`src/rtl/cfc_pkg.sv`:
```
// cfc_pkg: constants, types and register codes for the centered fir convolution unit
// no dependencies; imported by the interfaces and every rtl module of the block
package cfc_pkg;

    // sizes of the datapath
    localparam int TAPS_MAX     = 7;
    localparam int SAMPLE_BITS  = 16;
    localparam int COEF_BITS    = 16;
    localparam int OUT_BITS     = 34;
    localparam int PROD_BITS    = SAMPLE_BITS + COEF_BITS;
    localparam int SUM_BITS     = PROD_BITS + $clog2(TAPS_MAX + 1);
    localparam int TREE_BITS    = (SUM_BITS > OUT_BITS) ? SUM_BITS : OUT_BITS;
    localparam int TREE_LEAVES  = 2 ** $clog2(TAPS_MAX + 1);

    // frame bookkeeping
    localparam int COUNT_MAX    = 7;
    localparam int COUNT_BITS   = $clog2(COUNT_MAX + 1);
    localparam int TAP_CNT_BITS = 3;
    localparam int TAP_IDX_BITS = (TAPS_MAX > 1) ? $clog2(TAPS_MAX) : 1;
    localparam int LAG_MAX      = TAPS_MAX - 1 - TAPS_MAX / 2;
    localparam int LAG_BITS     = (LAG_MAX > 1) ? $clog2(LAG_MAX + 1) : 1;

    // configuration port
    localparam int CFG_IDX_BITS  = $clog2(TAPS_MAX + 1);
    localparam int CFG_DATA_BITS = COEF_BITS;

    // register map
    localparam logic [CFG_IDX_BITS-1:0] REG_TAP_COUNT = CFG_IDX_BITS'(0);
    localparam logic [CFG_IDX_BITS-1:0] REG_COEF_BASE = CFG_IDX_BITS'(1);
    localparam logic [CFG_IDX_BITS-1:0] REG_COEF_LAST = CFG_IDX_BITS'(TAPS_MAX);

    // reset values
    localparam logic [TAP_CNT_BITS-1:0] TAP_COUNT_RESET = TAP_CNT_BITS'(1);
    localparam logic [COEF_BITS-1:0]    COEF0_RESET     = COEF_BITS'(16384);

    typedef logic signed [SAMPLE_BITS-1:0] sample_t;
    typedef logic signed [COEF_BITS-1:0]   coef_t;
    typedef logic signed [PROD_BITS-1:0]   prod_t;
    typedef logic signed [OUT_BITS-1:0]    filtered_t;

    // delay line, newest sample in slot 0
    typedef logic [TAPS_MAX-1:0][SAMPLE_BITS-1:0] line_t;
    typedef logic [TAPS_MAX-1:0][COEF_BITS-1:0]   coef_arr_t;

    // decoded configuration seen by the datapath
    typedef struct packed {
        logic [TAP_CNT_BITS-1:0] taps;
        logic [TAP_IDX_BITS-1:0] center;
        logic [LAG_BITS-1:0]     lag;
        coef_arr_t               coef;
    } cfg_t;

    // one output to compute: t samples behind the newest one
    typedef struct packed {
        logic                valid;
        logic                flush;
        logic [LAG_BITS-1:0] t;
    } job_t;

endpackage

```
`src/rtl/cfc_cfg_regs.sv`:
```
// cfc_cfg_regs: tap count and coefficient registers with the decoded kernel geometry
// depends on cfc_pkg
module cfc_cfg_regs
    import cfc_pkg::*;
(
    input  logic                     clk,
    input  logic                     rst_n,
    input  logic                     cfg_wr_en,
    input  logic [CFG_IDX_BITS-1:0]  cfg_index,
    input  logic [CFG_DATA_BITS-1:0] cfg_data,
    output cfg_t                     cfg
);

    logic [TAP_CNT_BITS-1:0] taps_reg;
    coef_arr_t               coef_reg;
    logic [TAP_CNT_BITS-1:0] taps_eff;

    always_ff @(posedge clk or negedge rst_n)
    begin
        if (!rst_n)
        begin
            taps_reg <= TAP_COUNT_RESET;
            coef_reg <= {{(TAPS_MAX-1){COEF_BITS'(0)}}, COEF0_RESET};
        end
        else if (cfg_wr_en)
        begin
            if (cfg_index == REG_TAP_COUNT)
            begin
                taps_reg <= cfg_data[TAP_CNT_BITS-1:0];
            end
            else if (cfg_index <= REG_COEF_LAST)
            begin
                coef_reg[TAP_IDX_BITS'(cfg_index - REG_COEF_BASE)] <= cfg_data[COEF_BITS-1:0];
            end
        end
    end

    // zero taps acts as one, too many taps acts as the maximum
    always_comb
    begin
        if (taps_reg == '0)
        begin
            taps_eff = TAP_CNT_BITS'(1);
        end
        else if (taps_reg > TAP_CNT_BITS'(TAPS_MAX))
        begin
            taps_eff = TAP_CNT_BITS'(TAPS_MAX);
        end
        else
        begin
            taps_eff = taps_reg;
        end
        cfg.taps   = taps_eff;
        cfg.center = TAP_IDX_BITS'(taps_eff >> 1);
        cfg.lag    = LAG_BITS'(taps_eff - TAP_CNT_BITS'(1) - (taps_eff >> 1));
        cfg.coef   = coef_reg;
    end

endmodule

```
`config.mk`:
```
export PLATFORM = sky130hd
export DESIGN_NAME = cfc_cfg_regs
export DESIGN_NICKNAME = d
export VERILOG_FILES = /design/src/rtl/cfc_pkg.sv /design/src/rtl/cfc_cfg_regs.sv
export SDC_FILE = /design/constraint.sdc
export NUM_CORES = 1
export LEC_CHECK = 0
export ABC_AREA = 0
export BUFFER_PORTS_ARGS = -buffer_cell sky130_fd_sc_hd__buf_2
export CAP_MARGIN = 25
export CORE_ASPECT_RATIO = 0.6
export CORE_MARGIN = 2
export CORE_UTILIZATION = 50
export CTS_CLUSTER_SIZE = 28
export DETAILED_ROUTE_END_ITERATION = 16
export PLACE_DENSITY = 0.78
export SYNTH_ARGS = -nofsm -noshare
export SYNTH_HDL_FRONTEND = slang
export SYNTH_SLANG_ARGS = --single-unit
```
`constraint.sdc`:
```
create_clock -name clk -period 1.34 [get_ports clk]
set_input_delay 0.268 -clock clk [delete_from_list [all_inputs] [get_ports clk]]
set_output_delay 0.268 -clock clk [all_outputs]
set_load 0.01 [all_outputs]
```
**Yosys cells after proc, flatten, opt, wreduce, memory -nomap -nowiden**

Cells that the tools add are included.
Widths: inputs -> output; s select.

- Flip-flop bits (word level): 115
- Latch bits: 0
- Bits in writable memories: 0
- Memory bits (read-only): 0
- Bits of input ports: 22
- Output and inout port bits: 120
- Word-level logic and storage cells: 26
- Memories kept: 0

- Add/subtract/negate cells: 3
- $mul: 0
- Div/mod/pow operators: 0
- Order comparisons: 4
- Equal/unequal tests: 0
- Shift-type cells: 0
- Multiplexer cells: 5
- Bitwise operators: 1
- Reduce and logical (&&, ||, !) cells: 5

Operators by type and width:

| operator | count |
|---|---|
| $bwmux 112 | 1 |
| $demux 16 s3 | 1 |
| $mux 16 | 1 |
| $logic_not 3->1 | 2 |
| $mux 3 | 2 |
| $lt 3x4->1 const B | 1 |
| $ge 3x1->1 const B | 1 |
| $gt 3x3->1 const B | 1 |
| $le 3x3->1 const B | 1 |
| $reduce_and 3->1 | 1 |
| $sub 3x1->3 const B | 1 |
| $reduce_and 2->1 | 1 |
| $sub 2x1->2 const B | 1 |
| $sub 2x2->2 | 1 |
| $logic_and 1x1->1 | 1 |
| $not 1->1 | 1 |

**Logic depth before layout (Yosys ltp)**

Gate-level depths: netlist of the first run.

- Depth in word-level cells: 6
- Depth in mapped cells: 8
- Mapped depth without buffers: 6

**Least setup slack after synthesis of the first run**

OpenSTA, ideal clock, no wires.

- Path type: input to register
- Start: input cfg_index[0]
- End: register coef_reg (netlist bit cfg[52])
- Library setup time: 125 ps
- Arrival time: 1794 ps
- Data required time: 1215 ps
- Path slack: -579 ps
- Stages: 7
- Path buffers: 1
- Cells stage by stage: inv_1 > ha_1 > nor3_2 > a21oi_2 > nor4b_4 > buf_8 > mux2_4

- Cells in the longest elaborated chain, start to end: 6
- Elaborated cells between the ends (all ways): 11
- Those cells by class: add/sub (1); order compare (3); mux (3); bitwise (1); reduce/logical (3)

RTL lines:

| element | RTL line | RTL |
|---|---|---|
| from (decl) | cfc_cfg_regs.sv:9 | `input logic [CFG_IDX_BITS-1:0] cfg_index,` |
| $sub 3x1->3 | cfc_cfg_regs.sv:33 | `coef_reg[TAP_IDX_BITS'(cfg_index - REG_COEF_BASE)] <= cfg_data[COEF_BITS-1:0];` |
| $lt 3x4->1 (implied by the code) or $ge 3x1->1 (tied branches) | cfc_cfg_regs.sv:33 |  |
| $logic_and 1x1->1 (implied by the code) | cfc_cfg_regs.sv:33 |  |
| $mux 16 (implied by the code) | cfc_cfg_regs.sv:33 |  |
| $demux 16 s3 | cfc_cfg_regs.sv:33 |  |
| $bwmux 112 | cfc_cfg_regs.sv:33 |  |
| to (signal assigned) | cfc_cfg_regs.sv:23 | `coef_reg <= {{(TAPS_MAX-1){COEF_BITS'(0)}}, COEF0_RESET};` |
| to (signal, indexed assignment) | cfc_cfg_regs.sv:33 |  |
| to (decl) | cfc_cfg_regs.sv:15 | `coef_arr_t coef_reg;` |

Parallel ways exist; a longest one is shown, timed or not.
A chain may end at the register's enable or synchronous reset.

==> summary.md, run 1 <==
| Metric | Value |
|---|---|
| Finish-stage setup viols | between 100 and 150 |
| Clock latency on the worst-skew pair | roughly 0.42 ns |
| PortBufs | between 100 and 150 |
| Crit-path max FO | 2 |
| F_max | roughly 580 MHz |
| Unrepaired setup endpoints after global routing | true |
| Synthesized flop and latch total | between 100 and 150 |
| Detailed Place HPWL | 7910 um |
| Yosys top cell by area | dfrtp_1 |
| Worst EP required | between 1 and 1.5 ns |
| Hold_sp | cfg_data[8] |
| Syn-to-layout area delta | 54.3% |
| Drt first-iter violations | around 150 |
| Pre-antenna DRT Iters | 4 |
| Routed Antenna Nets | 0 |
| Area after DPL | just under 6000 sq um |
| Cell area after layout | 7150 sq um |
| Top_reg_cell synth | dfrtp_1 |
| Register area | around 2900 sq um |
| Fin nets | 490 |
| Hold worst-path end | cfg[24] |
| Setup Slack @ Placement | -0.684 ns |
| Initial antenna violation count | 0 |
| Hold Path Depth | 2 |
| Clock power frac | 31.5% |
| Clk_skew | 0 ns |
| R2r setup slk | 0.41 ns |
| CTS Root Cell | clkbuf_16 |
| Critical R2R Capture | taps_reg[2] |
| CTS tree | done |
| Die Ht | 78.6 um |
| Top cell type's share of synthesized area | 61.0% |
| Reg2reg path depth | 2 |
| Total grt overflow | 0 |
| Final period utilization | 128% |
| Switching power | ~4100 uW |
| Number of flops mapped to enable cells by yosys | 0 |
| Clock-pin slew on the worst setup and hold paths | ~0.05 ns |
| Seq pwr share | 37.6% |
| Critical path arrival | around 1.5 ns |
| Final worst slack | -0.382 ns |
| Vias in the first global route | between 3000 and 4000 |
| Largest net degree at the start of global routing | 38 |
| CP endpoint kind | output pin |
| Outcome | finished with violations |
| Multi-input logic area | approximately 2200 sq um |
| Die Area | between 10000 and 15000 sq um |
| Number of flip-flops in the largest register | between 100 and 150 |
| CTS sink count | about 120 |
| Worst VDD drop | around 1200 uV |
| Pleak | between 0.003 and 0.004 uW |
| Syn nets | 300 |
| Sw Ratio | a little under 30% |
| Post-synth ARST share | 100% |
| P_int | roughly 10000 uW |
| Failing checks | negative setup slack |
| Max Cap Viol | 0 |
| # IOs | approximately 140 |
| Filler cells | 514 |
| Area of the core | about 9000 sq um |
| Hold Path Class | in -> reg |
| Pwr/cell area | 1980 nW/um^2 |
| Gate power share | 30.9% |
| Share of cells above drive strength 1 | between 70% and 80% |
| Vias per cell | between 5 and 6 |
| Fin. Hold Viols | 0 |
| GPL Wtd Cong | ~0.9 |
| Sequential-to-total area share from yosys stat | 62.2% |
| Routed WL | approximately 14000 um |
| Synth Warn # | 0 |
| # diodes | 0 |
| Critical path type | reg -> out |
| Synth Cell Area | between 4000 and 5000 sq um |
| Drc violations | 0 |
| Mapped Cells | approximately 270 |
| Crit start category | flop |
| H-tree Lvls | 4 |
| Avg Cell Area, Syn | approximately 17 sq um |
| CTS Buf Count | 17 |
| Initial Util | a little over 50% |
| Vias post-DR | between 3000 and 4000 |
| Die X-Extent | approximately 130 um |
| First-pass GRT wire length | around 20000 um |
| Synth cell types | 30 |
| All-layer global routing usage | approximately 28% |
| CTS Buffer Depth | 2 |
| Post-layout minimum cycle time | roughly 1.7 ns |
| Drt wl/cell | ~23 um |
| Synth area leaders | dfrtp_1 61%, mux2_2 15%, mux2_1 10% |
| Worst r2r src | taps_reg[2] |
| Max-slew violation count | 0 |
| # rows | 27 |
==> routing by layer <==
layer  share of wire, %  vias up  track usage, %
met5                  0        -               0
met4                2.2        0            10.4
met3                5.8       26            8.18
met2                 48      120            42.6
met1                 44     1687            38.7
li1                   -     1349               -
==> how the worst max path moves through the flow <==
stage	start	endpoint	slack (ns)
global placement	cfg_index[0]	cfg[58]	-0.60
finish	taps_reg[0]	cfg[113]	-0.38
CTS	taps_reg[0]	cfg[113]	-0.39
global route	taps_reg[0]	cfg[113]	-0.43
floorplan	cfg_index[0]	cfg[52]	-0.55
detailed placement	cfg_index[0]	cfg[58]	-0.68
==> timing repair <==
item                       in CTS  in global routing
pin swaps                      13                 11
gates cloned                    7                  0
gates resized for setup       140                 14
setup endpoints to repair     119                120
setup buffers                  11                  6
hold endpoints to repair       19                  0
hold buffers                    1                  0
==> through the flow <==
step	power [uW]	util, %	hold WS [ns]	instances	TNS, ns
2_1_floorplan	7100	-	-0.0276	274	-41.26
3_3_place_gp	8660	63.7	0.195	543	-61.58
3_5_place_dp	8820	63.7	0.197	543	-66.57
4_1_cts	14100	78.7	0.191	592	-13.99
5_1_grt	14700	78.6	0.208	592	-25.25
6_report	14200	78.6	0.208	592	-19.90
==> cells by family after synthesis <==
family | count (synthesis) | synth area share, %
mux | 115 | 28.8
buf+inv | 18 | 2.89
simple gates | 14 | 3.40
fa+ha+maj | 4 | 1.08
compound gates | 3 | 0.675
other cells | 1 | 0.0810
flops | 115 | 62.2
xor+xnor | 4 | 0.919
==> cell usage after synthesis, types with 2 or more instances <==
| cell type | instances |
|---|---|
| dfrtp_1 | 113 |
| mux2_2 | 63 |
| mux2_1 | 42 |
| mux2_4 | 10 |
| buf_4 | 6 |
| buf_6 | 4 |
| ha_1 | 4 |
| inv_1 | 3 |
| buf_2 | 2 |
| clkbuf_1 | 2 |
| dfstp_2 | 2 |
| nand3_2 | 2 |
| nand3b_1 | 2 |
| nor3_4 | 2 |
| xnor2_1 | 2 |
==> final cells by class <==
class                           instances  area share (%)
Multi-Input combinational cell        141            30.5
Tap cell                              116            2.03
Timing Repair Buffer                  186            18.7
Clock buffer                           22            6.78
Inverter                                3           0.245
Clock inverter                          9            1.45
Sequential cell                       115            40.3
==> power groups by stage <==
stage,Sequential (uW),Combinational [uW],Clock (uW)
final,5340,4380,4460
after global routing,5440,4620,4650
after CTS,5270,4340,4480
after detailed placement,5240,3580,0
after global placement,5180,3480,0
after floorplan,5720,1380,0
==> critical path: stages (launching register included) <==
cell and delay [ns]:
dfstp_2 0.53, o21bai_4 0.13, ha_4 0.14, xnor2_1 0.10
buf_2 0.14
==> layout by cell type (no fill, tap or decap), types with 3 or more instances in the layout <==
master      instances
buf_2             131
dfrtp_1           112
mux2_4            111
buf_6              25
clkbuf_16          17
buf_4              13
buf_12              8
buf_8               7
mux2_2              4
ha_4                4
clkinv_2            4
clkbuf_8            4
clkinvlp_4          3
nor3_4              3
Power figures use the tool's default switching activity.
==> run 2: changes to the inputs <==
--- a/config.mk
+++ b/config.mk
@@ -5,7 +5,7 @@
 export SDC_FILE = /design/constraint.sdc
 export NUM_CORES = 1
 export LEC_CHECK = 0
-export ABC_AREA = 0
+export ABC_AREA = 1
 export BUFFER_PORTS_ARGS = -buffer_cell sky130_fd_sc_hd__buf_2
 export CAP_MARGIN = 25
 export CORE_ASPECT_RATIO = 0.6
@@ -13,7 +13,7 @@
 export CORE_UTILIZATION = 50
 export CTS_CLUSTER_SIZE = 28
 export DETAILED_ROUTE_END_ITERATION = 16
-export PLACE_DENSITY = 0.78
+export PLACE_DENSITY = 0.76
 export SYNTH_ARGS = -nofsm -noshare
 export SYNTH_HDL_FRONTEND = slang
 export SYNTH_SLANG_ARGS = --single-unit
==> run 2 against run 1 <==
Net effect:
- the run still ends with negative setup slack left
- final area up 3.0%
- global-route usage up 2.2 points
- critical endpoint unchanged
- highest routed layer unchanged
- critical path depth unchanged
- first-iteration DRC count up 120%
- count of clock-buffer cells in the layout fell by 3
==> summary.md, run 2 <==
| Metric | Value |
|---|---|
| Outcome | finished with violations |
| Failing checks | negative setup slack |
| First-pass GRT wire length | 26000 um (+26%) |
| Fin. Hold Viols | 0 (unchanged) |
| Vias in the first global route | 4976 (+45%) |
| Detailed Place HPWL | 11400 um (+44%) |
| Total grt overflow | 0 (unchanged) |
| Adder-Cell Fraction of Synth Area | 0.938% (-0.14 points) |
| Max-slew violation count | 0 (unchanged) |
| Vias post-DR | 4972 (+56%) |
| Final period utilization | 129% (about the same) |
| # IOs | 142 (unchanged) |
| Simple-gate share of the synthesized area | 25.4% (+22 points) |
| Post-layout minimum cycle time | 1.72 ns (+0.000825 ns) |
| # rows | 29 (+7.4%) |
| Worst VDD drop | 1130 uV (-7.1%) |
| Seq pwr share | 36.5% (-1.1 points) |
| Final std cells w/o fill | 920 (+55%) |
| GPL Wtd Cong | 0.830 (-9.2%) |
| Drc violations | 0 (unchanged) |
| Clock power frac | 35.2% (+3.7 points) |
| Crit start category | flop |
| Syn-to-layout area delta | 38.0% |
| Total power | 14300 uW (+0.75%) |
| Worst EP required | 1.07 ns (about the same) |
| Initial Util | 50.9% (-0.082 points) |
| Commonest non-fill, non-tap cells in the layout | 165 x nand2_1, 136 x buf_2, 111 x dfrtp_1 |
| Finish-stage setup viols | 3 (-97%) |
| Avg Cell Area, Syn | 8.73 sq um (-48%) |
| Initial antenna violation count | 0 (unchanged) |
| CTS Buf Count | 17 (unchanged) |
| Yosys top cell by area | dfrtp_1 |
| Hold slack | 0.204 ns (-0.00364 ns) |
| Hold Path Class | in -> reg |
| Synthesized flop and latch total | 115 (unchanged) |
| PortBufs | 140 (unchanged) |
| Post-synthesis compound-gate area fraction | 9.33% (+8.7 points) |
| Setup TNS | -0.914 ns (+18.99 ns) |
| Synth Cell Area | 5340 sq um (+15%) |
| Final worst slack | -0.383 ns (-0.000825 ns) |
| Top_reg_cell synth | dfrtp_1 |
| Sw Ratio | 32.1% (+3.1 points) |
| # diodes | 0 (unchanged) |
| Unrepaired setup endpoints after global routing | true |
| Pwr/cell area | 1940 nW/um^2 (-2.2%) |
| Clock latency on the worst-skew pair | 0.41 ns (about the same) |
| P_int | 9700 uW (-3.6%) |
| Die X-Extent | 137 um (+7.1%) |
| Largest family of logic cells by synthesized area | simple AND/OR/NAND/NOR gates |
| Top cell type's share of synthesized area | 53.0% (-8.1 points) |
| Hold worst-path end | cfg[47] |
| Largest net degree at the start of global routing | 53 (+39%) |
| Synth cell count leaders | 170 x nand2_1, 120 x nand3_1, 113 x dfrtp_1 |
| Synthesized-area fraction occupied by xor and xnor cells | 0.328% (-0.59 points) |
| Placed cells | 886 (+63%) |
| Portion of netlist area occupied by mux cells | 0.422% (-28 points) |
| Reg2reg path depth | 1 (-1) |
| Die Area | 11500 sq um (+15%) |
| Switching power | 4580 uW (+11%) |
| All-layer global routing usage | 30.3% (+2.2 points) |
| Sequential-to-total area share from yosys stat | 54.0% (-8.2 points) |
| CTS Buffer Depth | 2 (unchanged) |
| Post-synth ARST share | 100% (unchanged) |
| Syn nets | 637 (+110%) |
| Hold_sp | cfg_data[15] |
| Pre-antenna DRT Iters | 5 (+1) |
| Share of cells above drive strength 1 | 32.8% (-42 points) |
| Routed WL | 16600 um (+23%) |
| Most frequent cell after synthesis | nand2_1 |
| Critical R2R Capture | taps_reg[2] |
| Setup Slack @ Placement | -0.274 ns (+0.410 ns) |
| CP endpoint kind | output pin |
| Commonest non-fill, non-tap cell in the layout | nand2_1 |
| Vias per cell | 5.40 (+0.55%) |
| Synth area leaders | dfrtp_1 53%, nand2_1 12%, nand3_1 11% |
| F_max | 581 MHz (about the same) |
| Synth cell types | 23 (-23%) |
| Number of flops mapped to enable cells by yosys | 0 (unchanged) |
| CTS sink count | 115 (unchanged) |
| Drt first-iter violations | 334 (+120%) |
| Critical path type | reg -> out |
| Crit-path max FO | 2 (unchanged) |
| Critical path arrival | 1.45 ns (about the same) |
| Clock-pin slew on the worst setup and hold paths | 0.05 ns (about the same) |
| Drt wl/cell | 18.1 um (-21%) |
| Synth Warn # | 0 (unchanged) |
| Mapped Cells | 611 (+120%) |
| CTS tree | done |
| Max Cap Viol | 0 (unchanged) |
| Hold Path Depth | 3 (+1) |
| R2r setup slk | 0.49 ns (+0.08 ns) |
| Area of the core | 10500 sq um (+15%) |
| Gate power share | 28.3% (-2.6 points) |
| CTS Root Cell | clkbuf_16 |
| Worst r2r src | taps_reg[2] |
| Number of flip-flops in the largest register | 112 (unchanged) |
| Filler cells | 803 (+56%) |
| Clk_skew | 0 ns (unchanged) |
| Pleak | 0.00393 uW (+8.3%) |
| Routed Antenna Nets | 0 (unchanged) |
| Die Ht | 84.0 um (+7.0%) |
| Fin nets | 794 (+62%) |
| H-tree Lvls | 4 (unchanged) |
## run 2: timing repair
| item | in CTS | in global routing |
|---|---|---|
| hold buffers | 1 | 0 |
| pin swaps | 1 | 0 |
| gates cloned | 0 | 0 |
| endpoints found under the setup margin | 3 | 4 |
| gates resized for setup | 5 | 2 |
| buffers inserted | 0 | 1 |
| endpoints found under the hold margin | 24 | 0 |
## run 2: power by group through the flow
stage,sequential (uW),combinational (uW),clock [uW]
floorplan,5600,1660,0
global placement,5180,3780,0
detailed placement,5210,3950,0
CTS,5190,4040,5050
global route,5310,4460,5240
finish,5210,4040,5020
## run 2: worst max-delay path, cell delays in order (launching register included)
cell	delay, ns
dfstp_2	0.52
o21bai_4	0.13
ha_4	0.16
xor2_2	0.10
buf_2	0.14
## run 2: area by class of cell
cell class	instances	area (sq um)	share of cell area (%)
flip-flops and latches	115	2880	39.2
multi-input cells	382	2120	28.7
repair buffers	179	1240	16.9
clock buffers	19	453	6.15
inverters	73	289	3.93
clock inverters	13	205	2.79
well taps	139	174	2.36
## run 2: worst max-delay path by stage
stage	from	end
final	taps_reg[0]	cfg[113]
after global routing	taps_reg[2]	cfg[113]
after CTS	taps_reg[0]	cfg[113]
after detailed placement	cfg_index[0]	cfg[62]
after global placement	cfg_index[0]	cfg[27]
after floorplan	cfg_index[0]	cfg[101]
## run 2: cells by family after synthesis
family	after synthesis
AO/OA/AOI/OAI	67
XOR/XNOR	2
adder cells (fa/ha/maj)	4
buffers and inverters	114
flip-flops	115
multiplexers	2
other	1
AND/OR/NAND/NOR	306
## run 2: through the flow
step                utilization, %  area (sq um)
global route                  70.2          7360
detailed placement            63.4          6650
floorplan                        -          5560
CTS                           70.0          7340
finish                        70.2          7360
global placement              63.4          6650
## run 2: metal layers
metal / global-route usage [%] / wire length, um
met5: 0 / 0
met4: 11.1 / 365
met1: 42.0 / 6940
met2: 44.8 / 7620
met3: 9.35 / 1690
