**src/rtl/cfc_pkg.sv**
```systemverilog
// cfc_pkg: constants, types and register codes for the centered fir convolution unit
// no dependencies; imported by the interfaces and every rtl module of the block
package cfc_pkg;

    // sizes of the datapath
    localparam int TAPS_MAX     = 7;
    localparam int SAMPLE_BITS  = 16;
    localparam int COEF_BITS    = 16;
    localparam int OUT_BITS     = 34;
    localparam int PROD_BITS    = SAMPLE_BITS + COEF_BITS;
    localparam int SUM_BITS     = PROD_BITS + $clog2(TAPS_MAX + 1);
    localparam int TREE_BITS    = (SUM_BITS > OUT_BITS) ? SUM_BITS : OUT_BITS;
    localparam int TREE_LEAVES  = 2 ** $clog2(TAPS_MAX + 1);

    // frame bookkeeping
    localparam int COUNT_MAX    = 7;
    localparam int COUNT_BITS   = $clog2(COUNT_MAX + 1);
    localparam int TAP_CNT_BITS = 3;
    localparam int TAP_IDX_BITS = (TAPS_MAX > 1) ? $clog2(TAPS_MAX) : 1;
    localparam int LAG_MAX      = TAPS_MAX - 1 - TAPS_MAX / 2;
    localparam int LAG_BITS     = (LAG_MAX > 1) ? $clog2(LAG_MAX + 1) : 1;

    // configuration port
    localparam int CFG_IDX_BITS  = $clog2(TAPS_MAX + 1);
    localparam int CFG_DATA_BITS = COEF_BITS;

    // register map
    localparam logic [CFG_IDX_BITS-1:0] REG_TAP_COUNT = CFG_IDX_BITS'(0);
    localparam logic [CFG_IDX_BITS-1:0] REG_COEF_BASE = CFG_IDX_BITS'(1);
    localparam logic [CFG_IDX_BITS-1:0] REG_COEF_LAST = CFG_IDX_BITS'(TAPS_MAX);

    // reset values
    localparam logic [TAP_CNT_BITS-1:0] TAP_COUNT_RESET = TAP_CNT_BITS'(1);
    localparam logic [COEF_BITS-1:0]    COEF0_RESET     = COEF_BITS'(16384);

    typedef logic signed [SAMPLE_BITS-1:0] sample_t;
    typedef logic signed [COEF_BITS-1:0]   coef_t;
    typedef logic signed [PROD_BITS-1:0]   prod_t;
    typedef logic signed [OUT_BITS-1:0]    filtered_t;

    // delay line, newest sample in slot 0
    typedef logic [TAPS_MAX-1:0][SAMPLE_BITS-1:0] line_t;
    typedef logic [TAPS_MAX-1:0][COEF_BITS-1:0]   coef_arr_t;

    // decoded configuration seen by the datapath
    typedef struct packed {
        logic [TAP_CNT_BITS-1:0] taps;
        logic [TAP_IDX_BITS-1:0] center;
        logic [LAG_BITS-1:0]     lag;
        coef_arr_t               coef;
    } cfg_t;

    // one output to compute: t samples behind the newest one
    typedef struct packed {
        logic                valid;
        logic                flush;
        logic [LAG_BITS-1:0] t;
    } job_t;

endpackage

```
**src/rtl/cfc_sample_if.sv**
```systemverilog
// cfc_sample_if: valid/ready channel carrying one input sample transaction
// depends on cfc_pkg
interface cfc_sample_if
    import cfc_pkg::*;
();
    logic    valid;
    logic    ready;
    sample_t sample;
    logic    final_sample;

    modport source (output valid, output sample, output final_sample, input ready);
    modport sink   (input valid, input sample, input final_sample, output ready);
endinterface

```
**src/rtl/cfc_front.sv**
```systemverilog
// cfc_front: delay line, frame sample count and output job sequencer with flush
// depends on cfc_pkg and cfc_sample_if
module cfc_front
    import cfc_pkg::*;
(
    input  logic        clk,
    input  logic        rst_n,
    input  cfg_t        cfg,
    cfc_sample_if.sink  samples,
    input  logic        job_go,
    output job_t        job,
    output line_t       line
);

    line_t                 line_reg;
    line_t                 line_next;
    line_t                 base_line;
    logic [COUNT_BITS-1:0] seen_reg;
    logic [COUNT_BITS-1:0] seen_next;
    logic [COUNT_BITS-1:0] n;
    logic [COUNT_BITS-1:0] lag_ext;
    job_t                  job_reg;
    job_t                  job_next;
    logic                  flush_busy;
    logic                  clear_now;
    logic                  in_fire;

    always_comb
    begin
        flush_busy    = job_reg.valid && job_reg.flush && (job_reg.t != '0);
        clear_now     = job_go && job_reg.flush && (job_reg.t == '0);
        samples.ready = (!job_reg.valid || job_go) && !flush_busy;
        in_fire       = samples.valid && samples.ready;

        // a sample taken as the frame clears shifts into an empty line
        base_line = clear_now ? '0 : line_reg;
        n         = clear_now ? '0 : seen_reg;
        lag_ext   = COUNT_BITS'(cfg.lag);

        line_next = line_reg;
        seen_next = seen_reg;
        job_next  = job_reg;

        if (clear_now)
        begin
            line_next = '0;
            seen_next = '0;
        end

        if (in_fire)
        begin
            for (int i = TAPS_MAX - 1; i > 0; i--)
            begin
                line_next[i] = base_line[i-1];
            end
            line_next[0] = samples.sample;
            seen_next    = (n == COUNT_BITS'(COUNT_MAX)) ? n : COUNT_BITS'(n + 1'b1);
            if (samples.final_sample)
            begin
                job_next.valid = 1'b1;
                job_next.flush = 1'b1;
                job_next.t     = (n < lag_ext) ? n[LAG_BITS-1:0] : cfg.lag;
            end
            else
            begin
                job_next.valid = (n >= lag_ext);
                job_next.flush = 1'b0;
                job_next.t     = cfg.lag;
            end
        end
        else if (job_go)
        begin
            if (flush_busy)
            begin
                job_next.t = job_reg.t - 1'b1;
            end
            else
            begin
                job_next.valid = 1'b0;
            end
        end
    end

    always_ff @(posedge clk or negedge rst_n)
    begin
        if (!rst_n)
        begin
            line_reg <= '0;
            seen_reg <= '0;
            job_reg  <= '0;
        end
        else
        begin
            line_reg <= line_next;
            seen_reg <= seen_next;
            job_reg  <= job_next;
        end
    end

    assign job  = job_reg;
    assign line = line_reg;

`ifndef ASSERT_OFF
    // a final sample always starts a flush sequence
    assert property (@(posedge clk) disable iff (!rst_n)
        in_fire && samples.final_sample |=> job_reg.valid && job_reg.flush)
        else $error("final sample did not start a flush");

    // flush steps count down by one toward the newest output
    assert property (@(posedge clk) disable iff (!rst_n)
        job_go && flush_busy |=> job_reg.valid && job_reg.flush &&
            (job_reg.t == $past(job_reg.t) - 1'b1))
        else $error("flush step skipped or lost");

    // the frame count restarts once the last flush output has left
    assert property (@(posedge clk) disable iff (!rst_n)
        clear_now |=> seen_reg <= COUNT_BITS'(1))
        else $error("frame count not cleared after flush");
`endif

endmodule

```
**src/flat_wrapper.sv**
```systemverilog
// flat-port wrapper written by rule: the top's interface ports become plain ports
module cfc_front_flat import cfc_pkg::*;
  (clk, rst_n, cfg, job_go, job, line, samples_valid, samples_sample, samples_final_sample, samples_ready);
  cfc_sample_if samples_i ();
  input  logic clk;
  input  logic rst_n;
  input  cfg_t cfg;
  input  logic job_go;
  output job_t job;
  output line_t line;
  input wire logic [$bits(samples_i.valid)-1:0] samples_valid;
  input wire logic [$bits(samples_i.sample)-1:0] samples_sample;
  input wire logic [$bits(samples_i.final_sample)-1:0] samples_final_sample;
  output wire logic [$bits(samples_i.ready)-1:0] samples_ready;
  assign samples_i.valid = samples_valid;
  assign samples_i.sample = samples_sample;
  assign samples_i.final_sample = samples_final_sample;
  assign samples_ready = samples_i.ready;
  cfc_front u_core (.clk(clk), .rst_n(rst_n), .cfg(cfg), .samples(samples_i), .job_go(job_go), .job(job), .line(line));
endmodule
```
**config.mk**
```make
export PLATFORM = sky130hd
export DESIGN_NAME = cfc_front_flat
export DESIGN_NICKNAME = d
export VERILOG_FILES = /design/src/rtl/cfc_pkg.sv /design/src/rtl/cfc_sample_if.sv /design/src/rtl/cfc_front.sv /design/src/flat_wrapper.sv
export SDC_FILE = /design/constraint.sdc
export NUM_CORES = 1
export LEC_CHECK = 0
export BUFFER_PORTS_ARGS = -buffer_cell sky130_fd_sc_hd__clkbuf_2
export CORE_MARGIN = 2
export CORE_UTILIZATION = 25
export DETAILED_ROUTE_END_ITERATION = 8
export SLEW_MARGIN = 20
export SYNTH_ARGS = -nofsm -noshare
export SYNTH_HDL_FRONTEND = slang
export SYNTH_SLANG_ARGS = --single-unit
export TNS_END_PERCENT = 5
```
**constraint.sdc**
```tcl
create_clock -name clk -period 6.3 [get_ports clk]
set_clock_uncertainty 0.2 [all_clocks]
set_input_delay 1.575 -clock clk [delete_from_list [all_inputs] [get_ports clk]]
set_output_delay 1.575 -clock clk [all_outputs]
set_load 0.02 [all_outputs]
```
Word-level counts from Yosys, hierarchy flattened
Index checks and enable logic that the tools add are counted.

storage, ports and cells
  flip-flop bits (word level) = 119
  latch bits = 0
  bits in writable memories = 0
  bits in read-only memories = 0
  bits of input ports = 141
  output and inout port bits = 117
  word-level logic and storage cells = 46
  memories kept = 0

operators by class
  $add $sub $neg = 2
  multiply operators = 0
  div/mod/pow operators = 0
  order comparisons = 2
  equal/unequal tests = 2
  shift-type cells = 0
  mux-type cells = 13
  bitwise operators = 0
  reduce and logical (&&, ||, !) cells = 16

operator list
  cell                   number
  $mux W112              2
  $mux W3                3
  $mux W2                4
  $reduce_bool A2 Y1     4
  $logic_and A1 B1 Y1    6
  $mux W4                1
  $reduce_and A2 Y1      2
  $add A3 B1 Y3 const B  1
  $eq A3 B3 Y1 const B   1
  $ge A3 B2 Y1           1
  $lt A3 B2 Y1           1
  $mux W1                3
  $logic_not A1 Y1       2
  $logic_not A2 Y1       1
  $ne A2 B2 Y1 const B   1
  $sub A2 B1 Y2 const B  1
  $logic_or A1 B1 Y1     1

Logic depth before layout (Yosys ltp)
Gate-level depths: netlist of the first run.

  depth after elaboration = 7
  depth in mapped cells = 11
  gate-level depth less buffers = 10

Worst setup path before layout of the first run
Ideal clock, no wire load.

  path kind = input-to-output
  from = input job_go
  to = output samples_ready
  arrival = 2.291 ns
  required time = 4.525 ns
  slack = 2.234 ns
  cell stages on the path = 6
  buffers on the path = 3
  path through = inv_1 o21a_1 buf_6 inv_4 buf_6 buf_4

between the ends
  longest elaborated chain between the ends = 2

RTL lines
  what                 line                source
  start, declared      flat_wrapper.sv:8   input logic job_go;
  $logic_or A1 B1 Y1   cfc_front.sv:32     samples.ready = (!job_reg.valid || job_go) && !flush_busy;
  $logic_and A1 B1 Y1  cfc_front.sv:32
  end, declared        flat_wrapper.sv:14  output wire logic [$bits(samples_i.ready)-1:0] samples_ready;

Every way passes these cells.

Worst setup path after layout of the first run
Same ends and word-level chain as after synthesis.

==> results of run 1 <==
-- final timing paths --
path	endpoint	from
max	samples_ready	job_go
min	u_core.seen_reg[1]	u_core.seen_reg[1]
max reg2reg	u_core.job[0]	u_core.job[0]
min reg2reg	u_core.seen_reg[1]	u_core.seen_reg[1]
max in group asynchronous	u_core.line[101]	rst_n
min in group asynchronous	u_core.line[99]	rst_n
-- synthesized netlist by cell type (all sizes together) --
cell type    n  share of area, %
and2         1              0.12
o22ai        1              0.12
inv          9              0.69
a21oi       97               9.2
nand3b       2              0.29
o21ai      118                11
a2111oi      1              0.17
and3         1              0.12
a211oi       1              0.24
ha           4              0.95
a22oi        1              0.14
nor2         2              0.19
nand2       23               1.7
a21o         1              0.14
a31oi        3              0.36
dfrtp      119                57
a221oi       1              0.29
nand3      114                11
o21a         1              0.14
nor4b        1              0.17
nand2b       2              0.24
clkbuf      32               2.3
and4b        1              0.19
buf         29               3.5
nor2b        1              0.12
-- metrics by stage --
stage          setup slack (ns)  std cells  cell area, um^2  hold WS, ns
2_1_floorplan              2.23        566             5260        0.289
3_3_place_gp               2.04        926             6070        0.327
3_5_place_dp               2.04        926             6070        0.320
4_1_cts                    2.05        958             6620        0.330
5_1_grt                    1.97        958             6620        0.363
6_report                   2.03        958             6620        0.329
-- layout by cell type (no fill, tap or decap), types with 5 or more instances in the layout --
master	count
sky130_fd_sc_hd__clkbuf_2	137
sky130_fd_sc_hd__dfrtp_1	119
sky130_fd_sc_hd__nand3_1	114
sky130_fd_sc_hd__o21ai_0	113
sky130_fd_sc_hd__a21oi_1	97
sky130_fd_sc_hd__nand2_1	22
sky130_fd_sc_hd__clkbuf_16	17
sky130_fd_sc_hd__buf_4	9
sky130_fd_sc_hd__inv_1	7
sky130_fd_sc_hd__clkinv_2	6
sky130_fd_sc_hd__o21ai_1	5
-- worst reg2reg max path: cells and delay by family, from the launching register on --
kind | cells | cell delay, ns
simple gates | 5 | 1.45
flops | 1 | 0.37
compound gates | 1 | 0.17
fa+ha+maj | 2 | 0.54
buf+inv | 2 | 0.20
-- layout make-up --
| cell class | instances | area (um^2) | area share, % |
|---|---|---|---|
| Tap cell | 275 | 344 | 5.20 |
| Timing Repair Buffer | 146 | 753 | 11.4 |
| Clock buffer | 23 | 478 | 7.22 |
| Clock inverter | 9 | 75.1 | 1.13 |
| Multi-Input combinational cell | 377 | 1960 | 29.6 |
| Sequential cell | 119 | 2980 | 45.0 |
| Inverter | 9 | 36.3 | 0.548 |
-- logic make-up after synthesis --
family          count (synthesis)  share of synthesized area [%]
compound gates                225                           22.0
flops                         119                           56.6
fa+ha+maj                       4                          0.951
simple gates                  148                           14.0
buf+inv                        70                           6.44
-- power breakdown --
part           internal (W)  switching, W
combinational      0.000414      0.000944
sequential          0.00105      0.000252
clock              0.000569      0.000338
total               0.00203       0.00153
-- metal layers --
layer	track usage, %	up-vias
met5	0	-
met4	3.86	0
met3	5.17	8
met2	22.9	135
met1	21.7	2316
li1	-	2225
==> impl_results.html, run 1 <==
<table>
<tr><th>Metric</th><th>Value</th></tr>
<tr><th colspan="2">Clock network</th></tr>
<tr><td>Count of H-tree levels built during CTS</td><td>4</td></tr>
<tr><td>Sinks on the clock net</td><td>119</td></tr>
<tr><td>Clock-pin slew on the worst setup and hold paths</td><td>roughly 0.05 ns</td></tr>
<tr><td>Source-to-sink clock delay at the later pin of the worst-skew pair</td><td>0.41 ns</td></tr>
<tr><td>Deepest clock path buffer count</td><td>2</td></tr>
<tr><td>CTS tree</td><td>yes</td></tr>
<tr><td>Hold buffer count at cts</td><td>0</td></tr>
<tr><td>Buffers inserted by post-CTS timing repair</td><td>0</td></tr>
<tr><td>Root Driver</td><td>sky130_fd_sc_hd__clkbuf_16</td></tr>
<tr><td>Total of cells resized after clock tree synthesis</td><td>0</td></tr>
<tr><td>Clock buffers created by TritonCTS</td><td>17</td></tr>
<tr><th colspan="2">STA</th></tr>
<tr><td>Maximum clock rate</td><td>around 0.23 GHz</td></tr>
<tr><td>Hold Vio Cnt, Final</td><td>0</td></tr>
<tr><td>Period minus WS final</td><td>4.27 ns</td></tr>
<tr><td>Worst slew pin tran</td><td>1.02 ns</td></tr>
<tr><td>Final critical-path share of the clock period</td><td>67.7%</td></tr>
<tr><td>Final-report setup violation count</td><td>0</td></tr>
<tr><td>Setup repair after global routing missed its margin</td><td>false</td></tr>
<tr><td>Count of pins over their slew limit</td><td>0</td></tr>
<tr><td>Worst rel slew slack</td><td>about a third</td></tr>
<tr><td>Post-Route Setup TNS</td><td>0 ns</td></tr>
<tr><th colspan="2">Global routing</th></tr>
<tr><td>Global route total overflow</td><td>0</td></tr>
<tr><td>Global-route wire length before repair</td><td>26.7 mm</td></tr>
<tr><td>Total GRT Usage</td><td>15.5%</td></tr>
<tr><td>Pin count of the biggest net entering global routing</td><td>100</td></tr>
<tr><td>Number of antenna violations at the first check in global routing</td><td>0</td></tr>
<tr><td>Number of global-route vias before repair</td><td>4573</td></tr>
<tr><th colspan="2">Setup path</th></tr>
<tr><td>Crit path buf inv count</td><td>4</td></tr>
<tr><td>Worst Path Max Fanout</td><td>31</td></tr>
<tr><td>Library cell contributing the largest single delay on the critical path</td><td>sky130_fd_sc_hd__inv_4</td></tr>
<tr><td>Critical Path Source Type</td><td>primary input</td></tr>
<tr><td>Required time at the worst-slack endpoint</td><td>~4.5 ns</td></tr>
<tr><td>Crit-path max cell delay</td><td>0.25 ns</td></tr>
<tr><td>Sequence of cells on the critical path</td><td>clkbuf_2 -&gt; inv_1 -&gt; o21a_4 -&gt; inv_4 -&gt; clkbuf_2</td></tr>
<tr><td>Worst setup path category</td><td>primary input to output port</td></tr>
<tr><td>Kind of cell with the highest combined delay on the critical path</td><td>buffers and inverters</td></tr>
<tr><td>Reg2reg path depth</td><td>10</td></tr>
<tr><td>Cell repeated most along the worst path</td><td>sky130_fd_sc_hd__clkbuf_2</td></tr>
<tr><td>Worst endpoint data arrival time</td><td>2.49 ns</td></tr>
<tr><td>Reg-to-reg slack, setup</td><td>3.27 ns</td></tr>
<tr><td>Worst path depth</td><td>5</td></tr>
<tr><td>Critical path endpoint category</td><td>output port</td></tr>
<tr><th colspan="2">Drt</th></tr>
<tr><td>Routed vias</td><td>4684</td></tr>
<tr><td>DR vias/cell</td><td>about 4.9</td></tr>
<tr><td>Total iterations of the first detailed-routing run</td><td>4</td></tr>
<tr><td>DRC violations left</td><td>0</td></tr>
<tr><td>First-iteration detailed-routing DRC count</td><td>249</td></tr>
<tr><td>Met3 Routed Length</td><td>1.07 mm</td></tr>
<tr><td>Drt total wl</td><td>about 17 mm</td></tr>
<tr><td>Remaining number of nets flagged by the antenna check after routing</td><td>0</td></tr>
<tr><td>Met2 wire length</td><td>a little under 8 mm</td></tr>
<tr><td>Drt wl/cell</td><td>17.6 um</td></tr>
<tr><td>Highest routed layer</td><td>met4</td></tr>
<tr><td>Metal-1 WL</td><td>~8 mm</td></tr>
<tr><th colspan="2">Power and ir drop</th></tr>
<tr><td>Total power</td><td>approximately 0.0036 W</td></tr>
<tr><td>Maximum vdd ir drop</td><td>0.000200 V</td></tr>
<tr><td>Power density over the cells</td><td>539 mW/mm^2</td></tr>
<tr><td>Leakage power</td><td>3.05 nW</td></tr>
<tr><th colspan="2">Placement</th></tr>
<tr><td>Last weighted congestion value of the routability-driven placer</td><td>between 0.7 and 0.8</td></tr>
<tr><td>Post-DP HPWL</td><td>approximately 11 mm</td></tr>
<tr><td>Buffers on Ports</td><td>139</td></tr>
<tr><th colspan="2">Die</th></tr>
<tr><td>Die extent in x</td><td>~150 um</td></tr>
<tr><td>Die Y</td><td>149 um</td></tr>
<tr><td>Standard cell core area</td><td>0.0208 mm^2</td></tr>
<tr><td>Die ar.</td><td>0.0222 mm^2</td></tr>
<tr><td>I/O pin cnt</td><td>258</td></tr>
<tr><td>Initial cell density of the core</td><td>25.3%</td></tr>
<tr><td>Placement row count</td><td>53</td></tr>
<tr><th colspan="2">Yosys</th></tr>
<tr><td>Post-synthesis cell area</td><td>around 0.0053 mm^2</td></tr>
<tr><td>Count of mapped cells out of synthesis</td><td>around 570</td></tr>
<tr><td>Register bit count reported by yosys</td><td>119</td></tr>
<tr><td>Net count after synthesis</td><td>711</td></tr>
<tr><td>Register area share after synthesis</td><td>between 50 and 60%</td></tr>
<tr><td>Mean instance size in the synthesized netlist</td><td>9.30 um^2</td></tr>
<tr><td>Yosys warning total</td><td>0</td></tr>
<tr><td>Post-synthesis cell type count</td><td>33</td></tr>
<tr><th colspan="2">Layout</th></tr>
<tr><td>Fraction of final layout cells sized beyond drive strength 1</td><td>between 20% and 30%</td></tr>
<tr><td>Antenna cells</td><td>0</td></tr>
<tr><td>Count of fill cells added during filler insertion</td><td>2227</td></tr>
<tr><td>Number of nets in the layout</td><td>about 800</td></tr>
<tr><td>Synth-to-Final Area Change</td><td>25.9%</td></tr>
<tr><td>Number of flip-flops in the largest register</td><td>around 110</td></tr>
<tr><td>Final cell utilization of the core</td><td>31.8%</td></tr>
<tr><th colspan="2">Min path</th></tr>
<tr><td>WHS Path Cells</td><td>2</td></tr>
<tr><td>HP Class</td><td>flip-flop to flip-flop</td></tr>
<tr><th colspan="2">Outcome</th></tr>
<tr><td>Status</td><td>complete, no violations</td></tr>
<tr><th colspan="2">Flow run</th></tr>
<tr><td>Max Cap Viol</td><td>0</td></tr>
</table>
Note: power is estimated with default switching activity, not from simulation.
==> run 2, diff against run 1 <==
==> constraint.sdc (replaced) <==
create_clock -name clk -period 3.6 [get_ports clk]
set_clock_uncertainty 0.2 [all_clocks]
set_input_delay 0.9 -clock clk [delete_from_list [all_inputs] [get_ports clk]]
set_output_delay 0.9 -clock clk [all_outputs]
set_load 0.02 [all_outputs]
==> run 2 against run 1 <==
Effect of this change: combinational power grew 78%; total power rose by 80%; critical path depth up 1; global-route usage is essentially flat; flip-flop and latch count stayed put; die area stayed put; non-clock buffer count grew 1; core utilization grew 0.55 points; clock power increased by 89%; largest power group unchanged.
==> impl_results.html, run 2 (synthesis gave the netlist of run 1 again) <==
<table>
<tr><th>Metric</th><th>Value</th></tr>
<tr><th colspan="2">Power and ir drop</th></tr>
<tr><td>Leakage power</td><td>3.10 nW (+1.5%)</td></tr>
<tr><td>Power density over the cells</td><td>952 mW/mm^2 (+77%)</td></tr>
<tr><td>Share of total power consumed by net switching</td><td>42.3% (-0.66 points)</td></tr>
<tr><td>Maximum vdd ir drop</td><td>0.000350 V (+75%)</td></tr>
<tr><td>Internal cell power</td><td>0.00370 W (+82%)</td></tr>
<tr><td>Psw</td><td>0.00271 W (+77%)</td></tr>
<tr><td>Total power</td><td>0.00641 W (+80%)</td></tr>
<tr><td>Clock power share</td><td>26.7% (+1.3 points)</td></tr>
<tr><td>Logic gate share of total power</td><td>37.7% (-0.3 points)</td></tr>
<tr><td>Sequential share of power</td><td>35.6% (-0.9 points)</td></tr>
<tr><th colspan="2">STA</th></tr>
<tr><td>Post-Route Setup TNS</td><td>0 ns (unchanged)</td></tr>
<tr><td>Setup repair after global routing missed its margin</td><td>false</td></tr>
<tr><td>Final-report setup violation count</td><td>0 (unchanged)</td></tr>
<tr><td>Worst rel slew slack</td><td>47.8% (+16 points)</td></tr>
<tr><td>Worst slew pin tran</td><td>0.782 ns (-0.242 ns)</td></tr>
<tr><td>Hold Slack</td><td>0.307 ns (-0.0222 ns)</td></tr>
<tr><td>Count of pins over their slew limit</td><td>0 (unchanged)</td></tr>
<tr><td>Period minus WS final</td><td>slightly below 3 ns</td></tr>
<tr><td>Hold Vio Cnt, Final</td><td>0 (unchanged)</td></tr>
<tr><td>Maximum clock rate</td><td>0.342 GHz</td></tr>
<tr><td>Final critical-path share of the clock period</td><td>81.3%</td></tr>
<tr><th colspan="2">Global routing</th></tr>
<tr><td>Global route total overflow</td><td>0 (unchanged)</td></tr>
<tr><td>Number of global-route vias before repair</td><td>4549 (-0.52%)</td></tr>
<tr><td>Number of antenna violations at the first check in global routing</td><td>0 (unchanged)</td></tr>
<tr><td>Pin count of the biggest net entering global routing</td><td>116 (+16%)</td></tr>
<tr><td>Global-route wire length before repair</td><td>26.6 mm (-0.18%)</td></tr>
<tr><td>Total GRT Usage</td><td>15.5% (+0.024 points)</td></tr>
<tr><th colspan="2">Placement</th></tr>
<tr><td>Last weighted congestion value of the routability-driven placer</td><td>0.763 (-1.4%)</td></tr>
<tr><td>Post-DP HPWL</td><td>10.6 mm (+0.42%)</td></tr>
<tr><td>Instance area after placement</td><td>0.00614 mm^2 (+1.2%)</td></tr>
<tr><td>Buffers on Ports</td><td>139 (unchanged)</td></tr>
<tr><th colspan="2">Drt</th></tr>
<tr><td>Metal-1 WL</td><td>7.58 mm (-5.4%)</td></tr>
<tr><td>DR vias/cell</td><td>4.92 (+0.71%)</td></tr>
<tr><td>Routed vias</td><td>4722 (+0.81%)</td></tr>
<tr><td>Drt total wl</td><td>17.0 mm (+0.72%)</td></tr>
<tr><td>Met2 wire length</td><td>7.68 mm (-0.43%)</td></tr>
<tr><td>DRC violations left</td><td>0 (unchanged)</td></tr>
<tr><td>Met3 Routed Length</td><td>1.39 mm (+30%)</td></tr>
<tr><td>Drt wl/cell</td><td>17.7 um (+0.61%)</td></tr>
<tr><td>Total iterations of the first detailed-routing run</td><td>5 (+1)</td></tr>
<tr><td>Highest routed layer</td><td>met4</td></tr>
<tr><td>First-iteration detailed-routing DRC count</td><td>289 (+16%)</td></tr>
<tr><td>Remaining number of nets flagged by the antenna check after routing</td><td>0 (unchanged)</td></tr>
<tr><th colspan="2">Layout</th></tr>
<tr><td>Number of flip-flops in the largest register</td><td>112 (unchanged)</td></tr>
<tr><td>Antenna cells</td><td>0 (unchanged)</td></tr>
<tr><td>Summed area of non-filler cells in the final layout</td><td>0.00674 mm^2 (+1.7%)</td></tr>
<tr><td>Synth-to-Final Area Change</td><td>28.0%</td></tr>
<tr><td>Most frequent standard cell in the layout excluding fill and tap cells</td><td>sky130_fd_sc_hd__clkbuf_2</td></tr>
<tr><td>Count of fill cells added during filler insertion</td><td>2221 (-0.27%)</td></tr>
<tr><td>Number of nets in the layout</td><td>816 (+0.12%)</td></tr>
<tr><td>Final cell utilization of the core</td><td>32.3% (+0.55 points)</td></tr>
<tr><td>Commonest non-fill, non-tap cells in the layout</td><td>sky130_fd_sc_hd__clkbuf_2, sky130_fd_sc_hd__dfrtp_1, sky130_fd_sc_hd__nand3_1</td></tr>
<tr><td>Fraction of final layout cells sized beyond drive strength 1</td><td>26.9% (+0.11 points)</td></tr>
<tr><th colspan="2">Setup path</th></tr>
<tr><td>Worst endpoint data arrival time</td><td>1.83 ns (-0.66 ns)</td></tr>
<tr><td>Worst setup path category</td><td>flip-flop to output port</td></tr>
<tr><td>Worst Path Max Fanout</td><td>27 (-13%)</td></tr>
<tr><td>Required time at the worst-slack endpoint</td><td>2.50 ns (-2.03 ns)</td></tr>
<tr><td>Critical path endpoint category</td><td>output port</td></tr>
<tr><td>Critical Path Source Type</td><td>flip-flop</td></tr>
<tr><th colspan="2">Clock network</th></tr>
<tr><td>Count of H-tree levels built during CTS</td><td>4 (unchanged)</td></tr>
<tr><td>Deepest clock path buffer count</td><td>2 (unchanged)</td></tr>
<tr><td>Sinks on the clock net</td><td>119 (unchanged)</td></tr>
<tr><td>Buffers inserted by post-CTS timing repair</td><td>0 (unchanged)</td></tr>
<tr><td>Total of cells resized after clock tree synthesis</td><td>0 (unchanged)</td></tr>
<tr><td>Hold buffer count at cts</td><td>0 (unchanged)</td></tr>
<tr><td>CTS tree</td><td>yes</td></tr>
<tr><td>Clock buffers created by TritonCTS</td><td>17 (unchanged)</td></tr>
<tr><td>Source-to-sink clock delay at the later pin of the worst-skew pair</td><td>0.41 ns (about the same)</td></tr>
<tr><td>Root Driver</td><td>sky130_fd_sc_hd__clkbuf_16</td></tr>
<tr><td>Clock-pin slew on the worst setup and hold paths</td><td>0.05 ns (about the same)</td></tr>
<tr><th colspan="2">Die</th></tr>
<tr><td>Standard cell core area</td><td>0.0208 mm^2 (unchanged)</td></tr>
<tr><td>Placement row count</td><td>53 (unchanged)</td></tr>
<tr><td>I/O pin cnt</td><td>258 (unchanged)</td></tr>
<tr><td>Die Y</td><td>149 um (unchanged)</td></tr>
<tr><td>Initial cell density of the core</td><td>25.3% (unchanged)</td></tr>
<tr><td>Die extent in x</td><td>149 um (unchanged)</td></tr>
<tr><td>Die ar.</td><td>0.0222 mm^2 (unchanged)</td></tr>
<tr><th colspan="2">Flow run</th></tr>
<tr><td>Max Cap Viol</td><td>0 (unchanged)</td></tr>
<tr><th colspan="2">Min path</th></tr>
<tr><td>HP Class</td><td>primary input to async pin</td></tr>
<tr><th colspan="2">Outcome</th></tr>
<tr><td>Status</td><td>complete, no violations</td></tr>
</table>
==> run 2: cell types whose count changed in the layout (fill, tap and decap cells not counted) <==
cell / delta
sky130_fd_sc_hd__buf_12: +5
sky130_fd_sc_hd__buf_4: -4
sky130_fd_sc_hd__clkinv_2: -3
sky130_fd_sc_hd__clkbuf_8: +2
sky130_fd_sc_hd__bufinv_16: +1
sky130_fd_sc_hd__clkinv_4: +1
sky130_fd_sc_hd__clkinvlp_4: -1
==> run 2: path summary, 6_finish.rpt <==
path / cells after the start / from / to / slack [ns]
min: 1 / rst_n / u_core.line[97] / 0.31
max in group asynchronous: 2 / rst_n / u_core.line[8] / 2.11
min reg2reg: 2 / u_core.seen_reg[1] / u_core.seen_reg[1] / 0.34
max: 6 / u_core.job[0] / samples_ready / 0.67
min in group clk: 2 / u_core.seen_reg[1] / u_core.seen_reg[1] / 0.34
max reg2reg: 7 / u_core.job[0] / u_core.line[38] / 1.12
==> run 2: metal layers <==
| layer | global-route usage (%) | vias to the layer above |
|---|---|---|
| li1 | - | 2225 |
| met1 | 21.3 | 2315 |
| met2 | 22.4 | 158 |
| met5 | 0 | - |
| met4 | 5.43 | 0 |
| met3 | 5.72 | 24 |
==> run 2: through the flow <==
| step | cells | setup slack, ns |
|---|---|---|
| finish | 959 | 0.674 |
| detailed placement | 927 | 0.798 |
| global placement | 927 | 0.805 |
| floorplan | 566 | 0.884 |
| CTS | 959 | 0.653 |
| global route | 959 | 0.525 |
==> run 2: area by class of cell <==
type,instances,area (um^2),area share [%]
clock buffers,25,505,7.51
clock inverters,7,91.3,1.36
inverters,9,36.3,0.539
multi-input cells,377,1960,29.1
flip-flops and latches,119,2980,44.2
well taps,275,344,5.11
repair buffers,147,823,12.2
==> run 2: worst max-delay path, cell delays in order (launching register included) <==
cell and delay (ns):
sky130_fd_sc_hd__dfrtp_1 0.34, sky130_fd_sc_hd__inv_1 0.07, sky130_fd_sc_hd__ha_1 0.24, sky130_fd_sc_hd__nor2b_1 0.15, sky130_fd_sc_hd__o21a_4 0.37, sky130_fd_sc_hd__inv_4 0.06
sky130_fd_sc_hd__clkbuf_2 0.16
==> run 2: power by group through the flow <==
| stage | Sequential, W | Clock, W | Combinational (W) |
|---|---|---|---|
| global route | 0.00236 | 0.00182 | 0.00266 |
| detailed placement | 0.00231 | 0 | 0.00245 |
| global placement | 0.00229 | 0 | 0.00241 |
| floorplan | 0.00276 | 0 | 0.00105 |
| finish | 0.00228 | 0.00171 | 0.00242 |
| CTS | 0.00229 | 0.00175 | 0.00245 |
==> run 3, diff against run 2 <==
==> constraint.sdc (replaced) <==
create_clock -name clk -period 2.7 [get_ports clk]
set_clock_uncertainty 0.2 [all_clocks]
set_input_delay 0.675 -clock clk [delete_from_list [all_inputs] [get_ports clk]]
set_output_delay 0.675 -clock clk [all_outputs]
set_load 0.02 [all_outputs]
==> run 3 against run 2 <==
Effect of this change: clock power is 35% higher; total power grew 34%; die area unchanged; register-to-register slack worse by 0.71 ns; hold slack worse by 0.21 ns; global-route usage decreased by 0.063 points; largest cell class unchanged; largest power group unchanged; highest routed layer unchanged.
==> impl_results.html, run 3 (synthesis gave the netlist of run 1 again) <==
<table>
<tr><th>Metric</th><th>Value</th></tr>
<tr><th colspan="2">Outcome</th></tr>
<tr><td>Status</td><td>complete, no violations</td></tr>
<tr><th colspan="2">Placement</th></tr>
<tr><td>Cell Count Post-Placement</td><td>931 (+0.43%)</td></tr>
<tr><td>Post-DP HPWL</td><td>10.6 mm (+0.39%)</td></tr>
<tr><td>Pre-CTS setup slack</td><td>0.331 ns (-0.467 ns)</td></tr>
<tr><td>Buffers on Ports</td><td>139 (unchanged)</td></tr>
<tr><td>Last weighted congestion value of the routability-driven placer</td><td>0.780 (+2.3%)</td></tr>
<tr><th colspan="2">Clock network</th></tr>
<tr><td>Root Driver</td><td>sky130_fd_sc_hd__clkbuf_16</td></tr>
<tr><td>Clock-pin slew on the worst setup and hold paths</td><td>0.05 ns (about the same)</td></tr>
<tr><td>Count of H-tree levels built during CTS</td><td>4 (unchanged)</td></tr>
<tr><td>Hold buffer count at cts</td><td>0 (unchanged)</td></tr>
<tr><td>Deepest clock path buffer count</td><td>2 (unchanged)</td></tr>
<tr><td>Buffers inserted by post-CTS timing repair</td><td>0 (unchanged)</td></tr>
<tr><td>CTS tree</td><td>yes</td></tr>
<tr><td>Source-to-sink clock delay at the later pin of the worst-skew pair</td><td>0.42 ns (about the same)</td></tr>
<tr><td>Total of cells resized after clock tree synthesis</td><td>0 (unchanged)</td></tr>
<tr><td>Clock buffers created by TritonCTS</td><td>17 (unchanged)</td></tr>
<tr><td>Sinks on the clock net</td><td>119 (unchanged)</td></tr>
<tr><th colspan="2">Flow run</th></tr>
<tr><td>Max Cap Viol</td><td>0 (unchanged)</td></tr>
<tr><th colspan="2">Power and ir drop</th></tr>
<tr><td>Leakage power</td><td>3.11 nW (+0.34%)</td></tr>
<tr><td>Logic gate share of total power</td><td>38.0% (+0.3 points)</td></tr>
<tr><td>Internal cell power</td><td>0.00496 W (+34%)</td></tr>
<tr><td>Psw</td><td>0.00365 W (+35%)</td></tr>
<tr><td>Share of total power consumed by net switching</td><td>42.4% (+0.076 points)</td></tr>
<tr><td>Clock power share</td><td>26.7% (about the same)</td></tr>
<tr><td>Power density over the cells</td><td>1270 mW/mm^2 (+34%)</td></tr>
<tr><td>Sequential share of power</td><td>35.3% (-0.3 points)</td></tr>
<tr><td>Maximum vdd ir drop</td><td>0.000449 V (+28%)</td></tr>
<tr><th colspan="2">Global routing</th></tr>
<tr><td>Global route total overflow</td><td>0 (unchanged)</td></tr>
<tr><td>Pin count of the biggest net entering global routing</td><td>120 (+3.4%)</td></tr>
<tr><td>Number of antenna violations at the first check in global routing</td><td>0 (unchanged)</td></tr>
<tr><td>Global-route wire length before repair</td><td>26.4 mm (-0.78%)</td></tr>
<tr><td>Number of global-route vias before repair</td><td>4576 (+0.59%)</td></tr>
<tr><td>Total GRT Usage</td><td>15.4% (-0.063 points)</td></tr>
<tr><th colspan="2">Die</th></tr>
<tr><td>Initial cell density of the core</td><td>25.3% (unchanged)</td></tr>
<tr><td>Die extent in x</td><td>149 um (unchanged)</td></tr>
<tr><td>Die ar.</td><td>0.0222 mm^2 (unchanged)</td></tr>
<tr><td>Die Y</td><td>149 um (unchanged)</td></tr>
<tr><td>I/O pin cnt</td><td>258 (unchanged)</td></tr>
<tr><td>Placement row count</td><td>53 (unchanged)</td></tr>
<tr><td>Standard cell core area</td><td>0.0208 mm^2 (unchanged)</td></tr>
<tr><th colspan="2">Setup path</th></tr>
<tr><td>Worst reg2reg endpoint</td><td>u_core.job[1]</td></tr>
<tr><td>Reg2reg path depth</td><td>10 (+3)</td></tr>
<tr><td>Library cell contributing the largest single delay on the critical path</td><td>sky130_fd_sc_hd__dfrtp_1</td></tr>
<tr><td>Crit-path max cell delay</td><td>0.38 ns (about the same)</td></tr>
<tr><td>Critical path endpoint category</td><td>output port</td></tr>
<tr><td>Crit. Startpoint</td><td>u_core.job[0]</td></tr>
<tr><td>Critical path capture point</td><td>samples_ready</td></tr>
<tr><td>Origin of the critical flop-to-flop path</td><td>u_core.job[0]</td></tr>
<tr><td>Worst Path Max Fanout</td><td>5 (-81%)</td></tr>
<tr><td>Reg-to-reg slack, setup</td><td>0.41 ns (-0.71 ns)</td></tr>
<tr><td>Worst endpoint data arrival time</td><td>1.68 ns (-0.15 ns)</td></tr>
<tr><td>Sequence of cells on the critical path</td><td>inv_1 -&gt; ha_2 -&gt; nor2b_1 -&gt; o21a_4 -&gt; inv_4 -&gt; clkbuf_2</td></tr>
<tr><td>Worst setup path category</td><td>flip-flop to output port</td></tr>
<tr><td>Critical Path Source Type</td><td>flip-flop</td></tr>
<tr><td>Required time at the worst-slack endpoint</td><td>1.82 ns (-0.68 ns)</td></tr>
<tr><th colspan="2">Drt</th></tr>
<tr><td>DR vias/cell</td><td>4.95 (+0.49%)</td></tr>
<tr><td>Drt total wl</td><td>16.8 mm (-1.2%)</td></tr>
<tr><td>Drt wl/cell</td><td>17.5 um (-1.5%)</td></tr>
<tr><td>Routed vias</td><td>4760 (+0.80%)</td></tr>
<tr><td>Total iterations of the first detailed-routing run</td><td>7 (+2)</td></tr>
<tr><td>First-iteration detailed-routing DRC count</td><td>298 (+3.1%)</td></tr>
<tr><td>Remaining number of nets flagged by the antenna check after routing</td><td>0 (unchanged)</td></tr>
<tr><td>DRC violations left</td><td>0 (unchanged)</td></tr>
<tr><th colspan="2">STA</th></tr>
<tr><td>Count of pins over their slew limit</td><td>0 (unchanged)</td></tr>
<tr><td>Worst rel slew slack</td><td>51.9% (+4.1 points)</td></tr>
<tr><td>Worst slew pin tran</td><td>0.722 ns (-0.0603 ns)</td></tr>
<tr><td>Maximum clock rate</td><td>0.391 GHz</td></tr>
<tr><td>Final setup slack of the worst path</td><td>0.144 ns (-0.530 ns)</td></tr>
<tr><td>Final-report setup violation count</td><td>0 (unchanged)</td></tr>
<tr><td>Setup repair after global routing missed its margin</td><td>false</td></tr>
<tr><td>Hold Vio Cnt, Final</td><td>0 (unchanged)</td></tr>
<tr><td>Post-Route Setup TNS</td><td>0 ns (unchanged)</td></tr>
<tr><td>Period minus WS final</td><td>2.56 ns</td></tr>
<tr><td>Final critical-path share of the clock period</td><td>between 90% and 100%</td></tr>
<tr><th colspan="2">Layout</th></tr>
<tr><td>Number of flip-flops in the largest register</td><td>112 (unchanged)</td></tr>
<tr><td>Number of non-filler instances in the completed layout</td><td>962 (+0.31%)</td></tr>
<tr><td>Number of nets in the layout</td><td>820 (+0.49%)</td></tr>
<tr><td>Most frequent standard cell in the layout excluding fill and tap cells</td><td>sky130_fd_sc_hd__clkbuf_2</td></tr>
<tr><td>Synth-to-Final Area Change</td><td>28.8%</td></tr>
<tr><td>Count of fill cells added during filler insertion</td><td>2243 (+0.99%)</td></tr>
<tr><td>Commonest non-fill, non-tap cells in the layout</td><td>sky130_fd_sc_hd__clkbuf_2, sky130_fd_sc_hd__dfrtp_1, sky130_fd_sc_hd__nand3_1</td></tr>
<tr><td>Final cell utilization of the core</td><td>32.6% (+0.21 points)</td></tr>
<tr><td>Fraction of final layout cells sized beyond drive strength 1</td><td>27.7% (+0.76 points)</td></tr>
<tr><td>Antenna cells</td><td>0 (unchanged)</td></tr>
<tr><th colspan="2">Min path</th></tr>
<tr><td>HP Class</td><td>primary input to async pin</td></tr>
</table>
[run 3: worst min path at each step]
| stage | startpoint | to | slack, ns |
|---|---|---|---|
| finish | rst_n | u_core.line[100] | 0.10 |
| global route | rst_n | u_core.line[97] | 0.20 |
| CTS | rst_n | u_core.line[97] | 0.18 |
| detailed placement | u_core.seen_reg[1] | u_core.seen_reg[1] | 0.33 |
| global placement | u_core.line[110] | u_core.line[110] | 0.33 |
| floorplan | rst_n | u_core.job[0] | 0.18 |
[run 3: cell type report]
cell class / count / area [um^2] / share of cell area [%]
clock buffers: 19 / 443 / 6.53
clock inverters: 12 / 153 / 2.25
well taps: 275 / 344 / 5.08
flip-flops and latches: 119 / 2980 / 43.9
repair buffers: 151 / 866 / 12.8
inverters: 9 / 36.3 / 0.535
multi-input cells: 377 / 1960 / 28.9
[run 3: critical path: cells and delay by family (launching register included)]
kind	cells	cell delay, ns
buffers and inverters	3	0.39
flip-flops	1	0.38
adder cells (fa/ha/maj)	1	0.22
AO/OA/AOI/OAI	1	0.21
AND/OR/NAND/NOR	1	0.06
[run 3: power by group through the flow]
stage | clock network [W] | registers (W) | logic, W
global placement | 0 | 0.00305 | 0.00327
floorplan | 0 | 0.00368 | 0.00140
CTS | 0.00236 | 0.00304 | 0.00332
detailed placement | 0 | 0.00307 | 0.00332
finish | 0.00230 | 0.00304 | 0.00328
global route | 0.00245 | 0.00314 | 0.00359
[run 3: stage by stage]
step | cell area [um^2] | total power [W] | hold WS, ns
final | 6780 | 0.00862 | 0.101
after CTS | 6780 | 0.00872 | 0.181
after global placement | 6180 | 0.00632 | 0.330
after global routing | 6780 | 0.00918 | 0.198
after floorplan | 5260 | 0.00508 | 0.179
after detailed placement | 6180 | 0.00639 | 0.334
[run 3: layer usage]
metal	track usage (%)	wire, um	up-vias
met4	6.90	481	0
met1	21.3	7700	2361
met5	0	0	-
met3	5.57	1120	26
met2	21.5	7510	137
li1	-	-	2236
